`src/wmfbl_pkg.sv`:
```
// Shared types, codes and constant checks for the metafile record scanner.
package wmfbl_pkg;

    localparam logic [15:0] CODE_DIB_LONG  = 16'h0f43;
    localparam logic [15:0] CODE_DIB_SHORT = 16'h0b41;
    localparam logic [3:0]  HDR_WORDS      = 4'd9;
    localparam logic [3:0]  BMP_LAST_POS   = 4'd10;
    localparam logic [3:0]  BMP_LEN_LONG   = 4'd11;
    localparam logic [3:0]  BMP_LEN_SHORT  = 4'd10;
    localparam logic [31:0] COUNT_MAX      = 32'hffff_ffff;
    localparam logic [31:0] COUNT_NEAR_MAX = 32'hffff_fffe;
    localparam logic [31:0] MIN_REC_SIZE   = 32'd2;
    localparam logic [31:0] BARE_REC_SIZE  = 32'd3;

    typedef enum logic [2:0] {
        PH_HEADER,
        PH_SIZE_LO,
        PH_SIZE_HI,
        PH_BODY,
        PH_BITMAP
    } phase_t;

    typedef struct packed {
        phase_t      phase;
        logic [3:0]  step_index;
        logic [15:0] size_low_half;
        logic [31:0] words_left;
        logic [31:0] byte_counter;
        logic        first_word_pending;
        logic        long_variant;
        logic        done;
        logic        found;
    } scan_state_t;

    typedef struct packed {
        logic        finished;
        logic [31:0] bytes_consumed;
        logic        bitmap_found;
        logic        mismatch;
    } scan_result_t;

    // Header: 0x0001, 0x0009, 0x0300, any, any, 0, any, any, 0
    function automatic logic hdr_mismatch(input logic [3:0] k, input logic [15:0] w);
        logic bad;
        unique case (k)
            4'd0:    bad = (w != 16'h0001);
            4'd1:    bad = (w != 16'h0009);
            4'd2:    bad = (w != 16'h0300);
            4'd5:    bad = (w != 16'h0000);
            4'd8:    bad = (w != 16'h0000);
            default: bad = 1'b0;
        endcase
        return bad;
    endfunction

    // Stretch-DIB fields: 0x0020, 0x00cc, 0, w, h, 0, 0, w, h, 0, 0
    function automatic logic bmp_mismatch(input logic [3:0] pos, input logic [15:0] w);
        logic bad;
        unique case (pos)
            4'd0:                                 bad = (w != 16'h0020);
            4'd1:                                 bad = (w != 16'h00cc);
            4'd2, 4'd5, 4'd6, 4'd9, 4'd10:        bad = (w != 16'h0000);
            default:                              bad = 1'b0;
        endcase
        return bad;
    endfunction

endpackage

```
`src/wmfbl_if.sv`:
```
// Valid/ready channels for stream words and scan results.
interface wmfbl_word_if;
    logic        valid;
    logic        ready;
    logic [15:0] word;

    modport source (output valid, output word, input ready);
    modport sink (input valid, input word, output ready);
endinterface

interface wmfbl_result_if;
    logic        valid;
    logic        ready;
    logic        finished;
    logic [31:0] bytes_consumed;
    logic        bitmap_found;
    logic        mismatch;

    modport source (output valid, output finished, output bytes_consumed,
                    output bitmap_found, output mismatch, input ready);
    modport sink (input valid, input finished, input bytes_consumed,
                  input bitmap_found, input mismatch, output ready);
endinterface

```
`src/wmfbl_scan_core.sv`:
```
// Next-state and result logic for one stream word.
module wmfbl_scan_core
    import wmfbl_pkg::*;
(
    input  scan_state_t  cur,
    input  logic [15:0]  word,
    input  logic [31:0]  data_length,
    output scan_state_t  nxt,
    output scan_result_t res
);

    logic [31:0] bc_new;
    logic        rec_end_done;
    logic [3:0]  step_inc;
    logic [3:0]  hdr_k;
    logic [3:0]  bmp_pos;
    logic [31:0] size;
    logic        size_small;
    logic [31:0] wl_dec;
    logic        mm;

    always_comb
    begin
        bc_new       = (cur.byte_counter >= COUNT_NEAR_MAX) ? COUNT_MAX
                                                            : cur.byte_counter + 32'd2;
        // record end test without wrap
        rec_end_done = ({1'b0, bc_new} + 33'd1) >= {1'b0, data_length};
        step_inc     = cur.step_index + 4'd1;
        hdr_k        = (cur.step_index > 4'd8) ? 4'd8 : cur.step_index;
        bmp_pos      = cur.step_index
                       + {3'b000, (!cur.long_variant && cur.step_index >= 4'd2)};
        if (bmp_pos > BMP_LAST_POS)
        begin
            bmp_pos = BMP_LAST_POS;
        end
        size_small   = ({word, cur.size_low_half} < MIN_REC_SIZE);
        size         = size_small ? MIN_REC_SIZE : {word, cur.size_low_half};
        wl_dec       = (cur.words_left != 32'd0) ? cur.words_left - 32'd1 : cur.words_left;
        mm           = 1'b0;
        nxt          = cur;

        if (!cur.done)
        begin
            nxt.byte_counter = bc_new;
            unique case (cur.phase)
                PH_HEADER:
                begin
                    mm = hdr_mismatch(hdr_k, word);
                    nxt.step_index = step_inc;
                    if (step_inc >= HDR_WORDS)
                    begin
                        nxt.step_index = 4'd0;
                        nxt.phase      = PH_SIZE_LO;
                    end
                end
                PH_SIZE_LO:
                begin
                    nxt.size_low_half = word;
                    nxt.phase         = PH_SIZE_HI;
                end
                PH_SIZE_HI:
                begin
                    mm = size_small;
                    if (size == MIN_REC_SIZE)
                    begin
                        if (rec_end_done)
                        begin
                            nxt.done = 1'b1;
                        end
                        else
                        begin
                            nxt.phase = PH_SIZE_LO;
                        end
                    end
                    else
                    begin
                        nxt.words_left         = size - MIN_REC_SIZE;
                        nxt.first_word_pending = (size != BARE_REC_SIZE);
                        nxt.phase              = PH_BODY;
                    end
                end
                PH_BODY:
                begin
                    nxt.first_word_pending = 1'b0;
                    if (cur.first_word_pending
                        && (word == CODE_DIB_LONG || word == CODE_DIB_SHORT))
                    begin
                        nxt.long_variant = (word == CODE_DIB_LONG);
                        nxt.step_index   = 4'd0;
                        nxt.phase        = PH_BITMAP;
                    end
                    else
                    begin
                        nxt.words_left = wl_dec;
                        if (wl_dec == 32'd0)
                        begin
                            if (rec_end_done)
                            begin
                                nxt.done = 1'b1;
                            end
                            else
                            begin
                                nxt.phase = PH_SIZE_LO;
                            end
                        end
                    end
                end
                PH_BITMAP:
                begin
                    mm = bmp_mismatch(bmp_pos, word);
                    nxt.step_index = step_inc;
                    if (step_inc >= (cur.long_variant ? BMP_LEN_LONG : BMP_LEN_SHORT))
                    begin
                        nxt.done  = 1'b1;
                        nxt.found = 1'b1;
                    end
                end
                default:
                begin
                    nxt.phase = PH_HEADER;
                end
            endcase
        end

        res.finished       = nxt.done;
        res.bytes_consumed = nxt.byte_counter;
        res.bitmap_found   = nxt.found;
        res.mismatch       = mm;
    end

endmodule

```
`src/metafile_header_bitmap_locator_unit.sv`:
```
// Top level: metafile header check and stretch-DIB record locator.
// One 16-bit word is taken per cycle; an accepted word is held in the input
// register and its result then goes into the result register, which offers it,
// unless a stalled result side keeps the word waiting in the input register.
// A word can be accepted every cycle as long as the result side keeps taking
// words. The per-word work is one pass of the scan logic on the held state,
// so the scan state loop sets the rate at one word per cycle. Each accepted
// word gives exactly one result word; after the scan has finished, words are
// still taken, answered with the held count and bitmap flag. The user is to
// write data_length through the configuration port while idle; unenforced.
module metafile_header_bitmap_locator_unit
    import wmfbl_pkg::*;
(
    input  logic               clk,
    input  logic               rst_n,
    wmfbl_word_if.sink         stream,
    wmfbl_result_if.source     result,
    input  logic               cfg_wr_en,
    input  logic [31:0]        cfg_wr_data
);

    logic [31:0]  data_length_reg;
    logic         in_valid_reg;
    logic [15:0]  word_reg;
    scan_state_t  state_reg;
    scan_state_t  state_next;
    logic         out_valid_reg;
    scan_result_t out_reg;
    scan_result_t out_next;
    logic         advance;
    logic         take_in;

    assign advance      = in_valid_reg && (!out_valid_reg || result.ready);
    assign stream.ready = !in_valid_reg || advance;
    assign take_in      = stream.valid && stream.ready;

    wmfbl_scan_core u_core (
        .cur         (state_reg),
        .word        (word_reg),
        .data_length (data_length_reg),
        .nxt         (state_next),
        .res         (out_next)
    );

    always_ff @(posedge clk or negedge rst_n)
    begin
        if (!rst_n)
        begin
            data_length_reg <= '0;
            in_valid_reg    <= 1'b0;
            out_valid_reg   <= 1'b0;
            state_reg       <= '{phase: PH_HEADER, default: '0};
        end
        else
        begin
            if (cfg_wr_en)
            begin
                data_length_reg <= cfg_wr_data;
            end
            if (take_in)
            begin
                in_valid_reg <= 1'b1;
            end
            else if (advance)
            begin
                in_valid_reg <= 1'b0;
            end
            if (advance)
            begin
                state_reg     <= state_next;
                out_valid_reg <= 1'b1;
            end
            else if (result.ready)
            begin
                out_valid_reg <= 1'b0;
            end
        end
    end

    always_ff @(posedge clk)
    begin
        if (take_in)
        begin
            word_reg <= stream.word;
        end
        if (advance)
        begin
            out_reg <= out_next;
        end
    end

    assign result.valid          = out_valid_reg;
    assign result.finished       = out_reg.finished;
    assign result.bytes_consumed = out_reg.bytes_consumed;
    assign result.bitmap_found   = out_reg.bitmap_found;
    assign result.mismatch       = out_reg.mismatch;

    // once finished, the scan stays finished
    a_done_sticky: assert property (@(posedge clk) disable iff (!rst_n)
        state_reg.done |=> state_reg.done)
        else $error("scan left the finished state");

    // bitmap found only ever ends a scan
    a_found_done: assert property (@(posedge clk) disable iff (!rst_n)
        state_reg.found |-> state_reg.done)
        else $error("bitmap flag without finished");

    // byte count never goes back
    a_count_mono: assert property (@(posedge clk) disable iff (!rst_n)
        advance |=> state_reg.byte_counter >= $past(state_reg.byte_counter))
        else $error("byte count decreased");

    // a stalled result side holds the input stage full
    a_stall_holds: assert property (@(posedge clk) disable iff (!rst_n)
        (out_valid_reg && !result.ready && in_valid_reg) |=> in_valid_reg)
        else $error("held word dropped during stall");

endmodule

```
`src/flat_wrapper.sv`:
```
// flat-port wrapper written by rule: the top's interface ports become plain ports
module metafile_header_bitmap_locator_unit_flat import wmfbl_pkg::*;
  (clk, rst_n, cfg_wr_en, cfg_wr_data, stream_valid, stream_word, stream_ready, result_valid, result_finished, result_bytes_consumed, result_bitmap_found, result_mismatch, result_ready);
  wmfbl_word_if stream_i ();
  wmfbl_result_if result_i ();
  input  logic clk;
  input  logic rst_n;
  input  logic cfg_wr_en;
  input  logic [31:0] cfg_wr_data;
  input wire logic [$bits(stream_i.valid)-1:0] stream_valid;
  input wire logic [$bits(stream_i.word)-1:0] stream_word;
  output wire logic [$bits(stream_i.ready)-1:0] stream_ready;
  output wire logic [$bits(result_i.valid)-1:0] result_valid;
  output wire logic [$bits(result_i.finished)-1:0] result_finished;
  output wire logic [$bits(result_i.bytes_consumed)-1:0] result_bytes_consumed;
  output wire logic [$bits(result_i.bitmap_found)-1:0] result_bitmap_found;
  output wire logic [$bits(result_i.mismatch)-1:0] result_mismatch;
  input wire logic [$bits(result_i.ready)-1:0] result_ready;
  assign stream_i.valid = stream_valid;
  assign stream_i.word = stream_word;
  assign stream_ready = stream_i.ready;
  assign result_valid = result_i.valid;
  assign result_finished = result_i.finished;
  assign result_bytes_consumed = result_i.bytes_consumed;
  assign result_bitmap_found = result_i.bitmap_found;
  assign result_mismatch = result_i.mismatch;
  assign result_i.ready = result_ready;
  metafile_header_bitmap_locator_unit u_core (.clk(clk), .rst_n(rst_n), .stream(stream_i), .result(result_i), .cfg_wr_en(cfg_wr_en), .cfg_wr_data(cfg_wr_data));
endmodule
```
`config.mk`:
```
export PLATFORM = sky130hd
export DESIGN_NAME = metafile_header_bitmap_locator_unit_flat
export DESIGN_NICKNAME = d
export VERILOG_FILES = /design/src/wmfbl_pkg.sv /design/src/wmfbl_if.sv /design/src/wmfbl_scan_core.sv /design/src/metafile_header_bitmap_locator_unit.sv /design/src/flat_wrapper.sv
export SDC_FILE = /design/constraint.sdc
export NUM_CORES = 1
export LEC_CHECK = 0
export BUFFER_PORTS_ARGS = -buffer_cell sky130_fd_sc_hd__buf_4
export CORE_MARGIN = 2
export CORE_UTILIZATION = 50
export DETAILED_ROUTE_END_ITERATION = 7
export GPL_ROUTABILITY_DRIVEN = 0
export GPL_TIMING_DRIVEN = 0
export PLACE_DENSITY = 0.68
export SETUP_SLACK_MARGIN = 0.15
export SKIP_CTS_REPAIR_TIMING = 1
export SYNTH_ARGS = -nofsm -noshare
export SYNTH_HDL_FRONTEND = slang
export SYNTH_SLANG_ARGS = --single-unit
```
`constraint.sdc`:
```
create_clock -name clk -period 14 [get_ports clk]
set_input_delay 2.1 -clock clk [delete_from_list [all_inputs] [get_ports clk]]
set_output_delay 2.1 -clock clk [all_outputs]
set_load 0.02 [all_outputs]
```
==> summary.txt <==
GRT
  – Busiest layer in global routing: met1
  – First-pass GRT wire length: ~55,000 um
  – Overflow left after global routing: 0
  – Overall fraction of global-route tracks in use: slightly below 30%
  – Met2 track demand over resource: about 40%
  – Pin count of the biggest net entering global routing: 90
  – Routing usage on met1: a little over two fifths
  – Vias in the first global route: 10,170
  – Initial antenna violation count: 0
  – Global-route track usage on met3: approximately 7.6%

Logic synthesis
  – Synthesized cell area: between 10,000 and 15,000 um2
  – Synth top cells by count: nand2_1, dfrtp_1, nor2_1
  – Synthesized instance count: 1,374
  – Cell taking the most area after synthesis: dfrtp_1
  – Share of the yosys chip area belonging to registers: around two fifths
  – Asr flop ratio synth: 71.02%
  – Most numerous cell in the Yosys netlist: nand2_1
  – Synthesis warning total: 0
  – Distinct cells, synth: 87
  – EDFF count, synth: 51
  – Prevailing post-synth register cell: dfrtp_1
  – Synth top area cells: dfrtp_1, edfxtp_1, nand2_1, ha_1, a21oi_1
  – Net count after synthesis: 1,470
  – Average cell area after synthesis: about 8.6 um2
  – Flops & latches, synth: between 150 and 200
  – Fraction of post-synthesis cell area in the top cell type by area: 26.59%

STA
  – Portion of the clock cycle consumed by the worst path in the final layout: just under 50%
  – Highest achievable clock rate: roughly 150 MHz
  – Fin. Hold Viols: 0
  – Final sum of negative setup slack: 0 ns
  – Largest clock skew in the final design: ~0.013 ns
  – RSZ-0062 raised after global routing: false
  – Worst-case hold slack: between 0.4 and 0.5 ns
  – Tmin final: 6.862 ns
  – Setup-violating endpoint count in the final report: 0
  – Transition time of the tightest slew-check pin: between 1 and 1.5 ns
  – Rel. slew slack: 28.72%
  – Slew Viols, Final: 0
  – Setup slack after layout: approximately 7.1 ns

Clock network
  – Clk sinks: about 180
  – TritonCTS clock tree: yes
  – Clock latency on the worst-skew pair: between 0.4 and 0.5 ns
  – Register clock-pin slew on the reported worst setup and hold paths: approximately 0.08 ns
  – Clock buffer count from CTS: 17
  – Level count of the clock H-tree: 4
  – Clock Tree Root: clkbuf_16
  – CTS max path bufs: 2

Setup path
  – Highest net fanout along the worst path: 10
  – RR Startpoint: u_core.state_reg[6]
  – CP Launch Type: register
  – Required @ worst endpoint: around 14 ns
  – Startpoint of the worst setup timing path: u_core.state_reg[6]
  – Worst endpoint data arrival time: 7.10 ns
  – Kind of capture point of the worst setup path: register
  – Kind of critical path: reg -> reg
  – Setup slack of the worst register-to-register path: 7.14 ns

Detailed routing
  – Post-detailed-route via-to-cell ratio: just over 6
  – Post-DRT Antenna Nets: 0
  – WL/cell: a little under 20 um
  – First-pass iteration count of the detailed router: 8
  – Violation count after the first detailed-route iteration: ~1,300
  – Overall routed net length: between 30,000 and 40,000 um
  – Via total after detailed routing: about 11,000
  – DRC violations left: 0

Floorplan
  – Top-level I/O count: 90
  – Core area: 23,260 um2
  – Number of standard-cell rows in the floorplan: 56
  – Overall die height: roughly 160 um
  – Die Footprint: between 20,000 and 25,000 um2
  – Die extent in x: between 150 and 200 um
  – Effective utilization at floorplan: between 50% and 60%

Placement
  – Buffers on Ports: slightly below 90
  – HPWL after detailed placement: between 20,000 and 30,000 um
  – Post-place setup slack: about 7.6 ns

Cells and area
  – Total inserted antenna cells: 0
  – Area grow syn2layout: 13.95%
  – Layout Nets: roughly 1,600
  – Number of flip-flops in the largest register: ~90
  – Filler instances: 2,152
  – Share of cells above drive strength 1: 12.98%

Power and ir drop
  – Power density over the cells: around 80 nW/um2
  – Worst IR Drop VDD: roughly 0.000084 V
  – Standby leakage power: 5.809 nW

Run
  – Max cap viols: 0

Worst hold path
  – Hold Startpoint: u_core.state_reg[0]
  – Worst min-delay path class: reg -> reg

Run status
  – Run status: complete, no violations
==> metrics by stage <==
stage	cell area (um2)	total power, mW	std cells	utilization (%)
floorplan	11770	0.6057	1374	-
global placement	12820	0.6476	1781	55.13
detailed placement	12860	0.6505	1782	55.27
CTS	13410	1.110	1814	57.63
global route	13410	1.139	1814	57.63
finish	13410	1.104	1814	57.63
==> where the power goes <==
group	switching [mW]	total (mW)	internal, mW
Clock	0.230	0.463	0.233
Combinational	0.0529	0.0855	0.0326
Sequential	0.00774	0.555	0.547
Total	0.291	1.10	0.813
==> critical path, cell delays in order, from the launching register on <==
cell and delay [ns]:
dfrtp_1 0.37, clkbuf_1 0.40, nand2_1 0.15, nor2_1 0.22, clkbuf_1 0.40, nand3_1 0.30, clkbuf_1 0.38, nand2b_1 0.20
ha_1 0.24, clkbuf_1 0.44, o21ai_0 0.35, nand4b_1 0.27, a21oi_1 0.31, ha_1 0.19, nand4_1 0.14, nor4bb_1 0.92
a221oi_1 0.19, o221ai_1 0.28, a211o_1 0.20, a221o_1 0.13, a41o_1 0.20, nor2_1 0.09, nor2_1 0.25
==> kinds of logic after synthesis <==
group / share of synthesized area [%]
fa+ha+maj: 4.573
flops: 39.60
buf+inv: 4.584
compound gates: 18.75
xor+xnor: 5.658
simple gates: 24.38
mux: 2.457
==> layer usage <==
layer | routed length, um | vias up
li1 | - | 5214
met1 | 15900 | 5295
met2 | 14690 | 597
met3 | 3825 | 83
met4 | 967 | 0
met5 | 0 | -
==> path summary, 6_finish.rpt <==
| path | end | depth (start not counted) |
|---|---|---|
| max in group asynchronous | u_core.state_reg[54] | 2 |
| worst max-delay path | u_core.result.finished | 22 |
| min in group asynchronous | u_core.state_reg[81] | 1 |
| worst max register to register | u_core.result.finished | 22 |
| worst min-delay path | u_core.state_reg[0] | 1 |
| worst min register to register | u_core.state_reg[0] | 1 |
==> placed cells by master (no fill, tap or decap), drive strengths merged, types with 5 or more instances in the layout <==
master	Yosys	layout
nand2	167	167
nor2	125	125
dfrtp	125	125
o21ai	116	116
buf	23	112
a21oi	103	103
clkbuf	60	77
inv	52	60
edfxtp	51	51
nand3	47	47
ha	43	43
nor3	42	42
xnor2	40	40
xor2	36	36
a31oi	28	28
nand4	28	28
nor4	28	28
mux2	23	23
or3	20	20
a21o	19	19
and3	15	15
nand2b	15	15
or2	11	11
o22ai	10	10
and4	9	9
a22oi	9	9
and2	8	8
nor2b	8	8
or4	8	8
o22a	7	7
o31ai	6	6
nand4b	6	6
nor4b	6	6
a211oi	5	5
==> area by class of cell <==
class	count	area, um2	area share (%)
clock buffer	17	425.4	3.173
multi-input combinational	1063	6566	48.98
clock inverter	15	125.1	0.9333
timing repair buffer	89	691.9	5.161
sequential	176	4659	34.76
buffer	83	344.1	2.566
tap	319	399.1	2.977
inverter	52	195.2	1.456
Note: power is estimated with default switching activity, not from simulation.
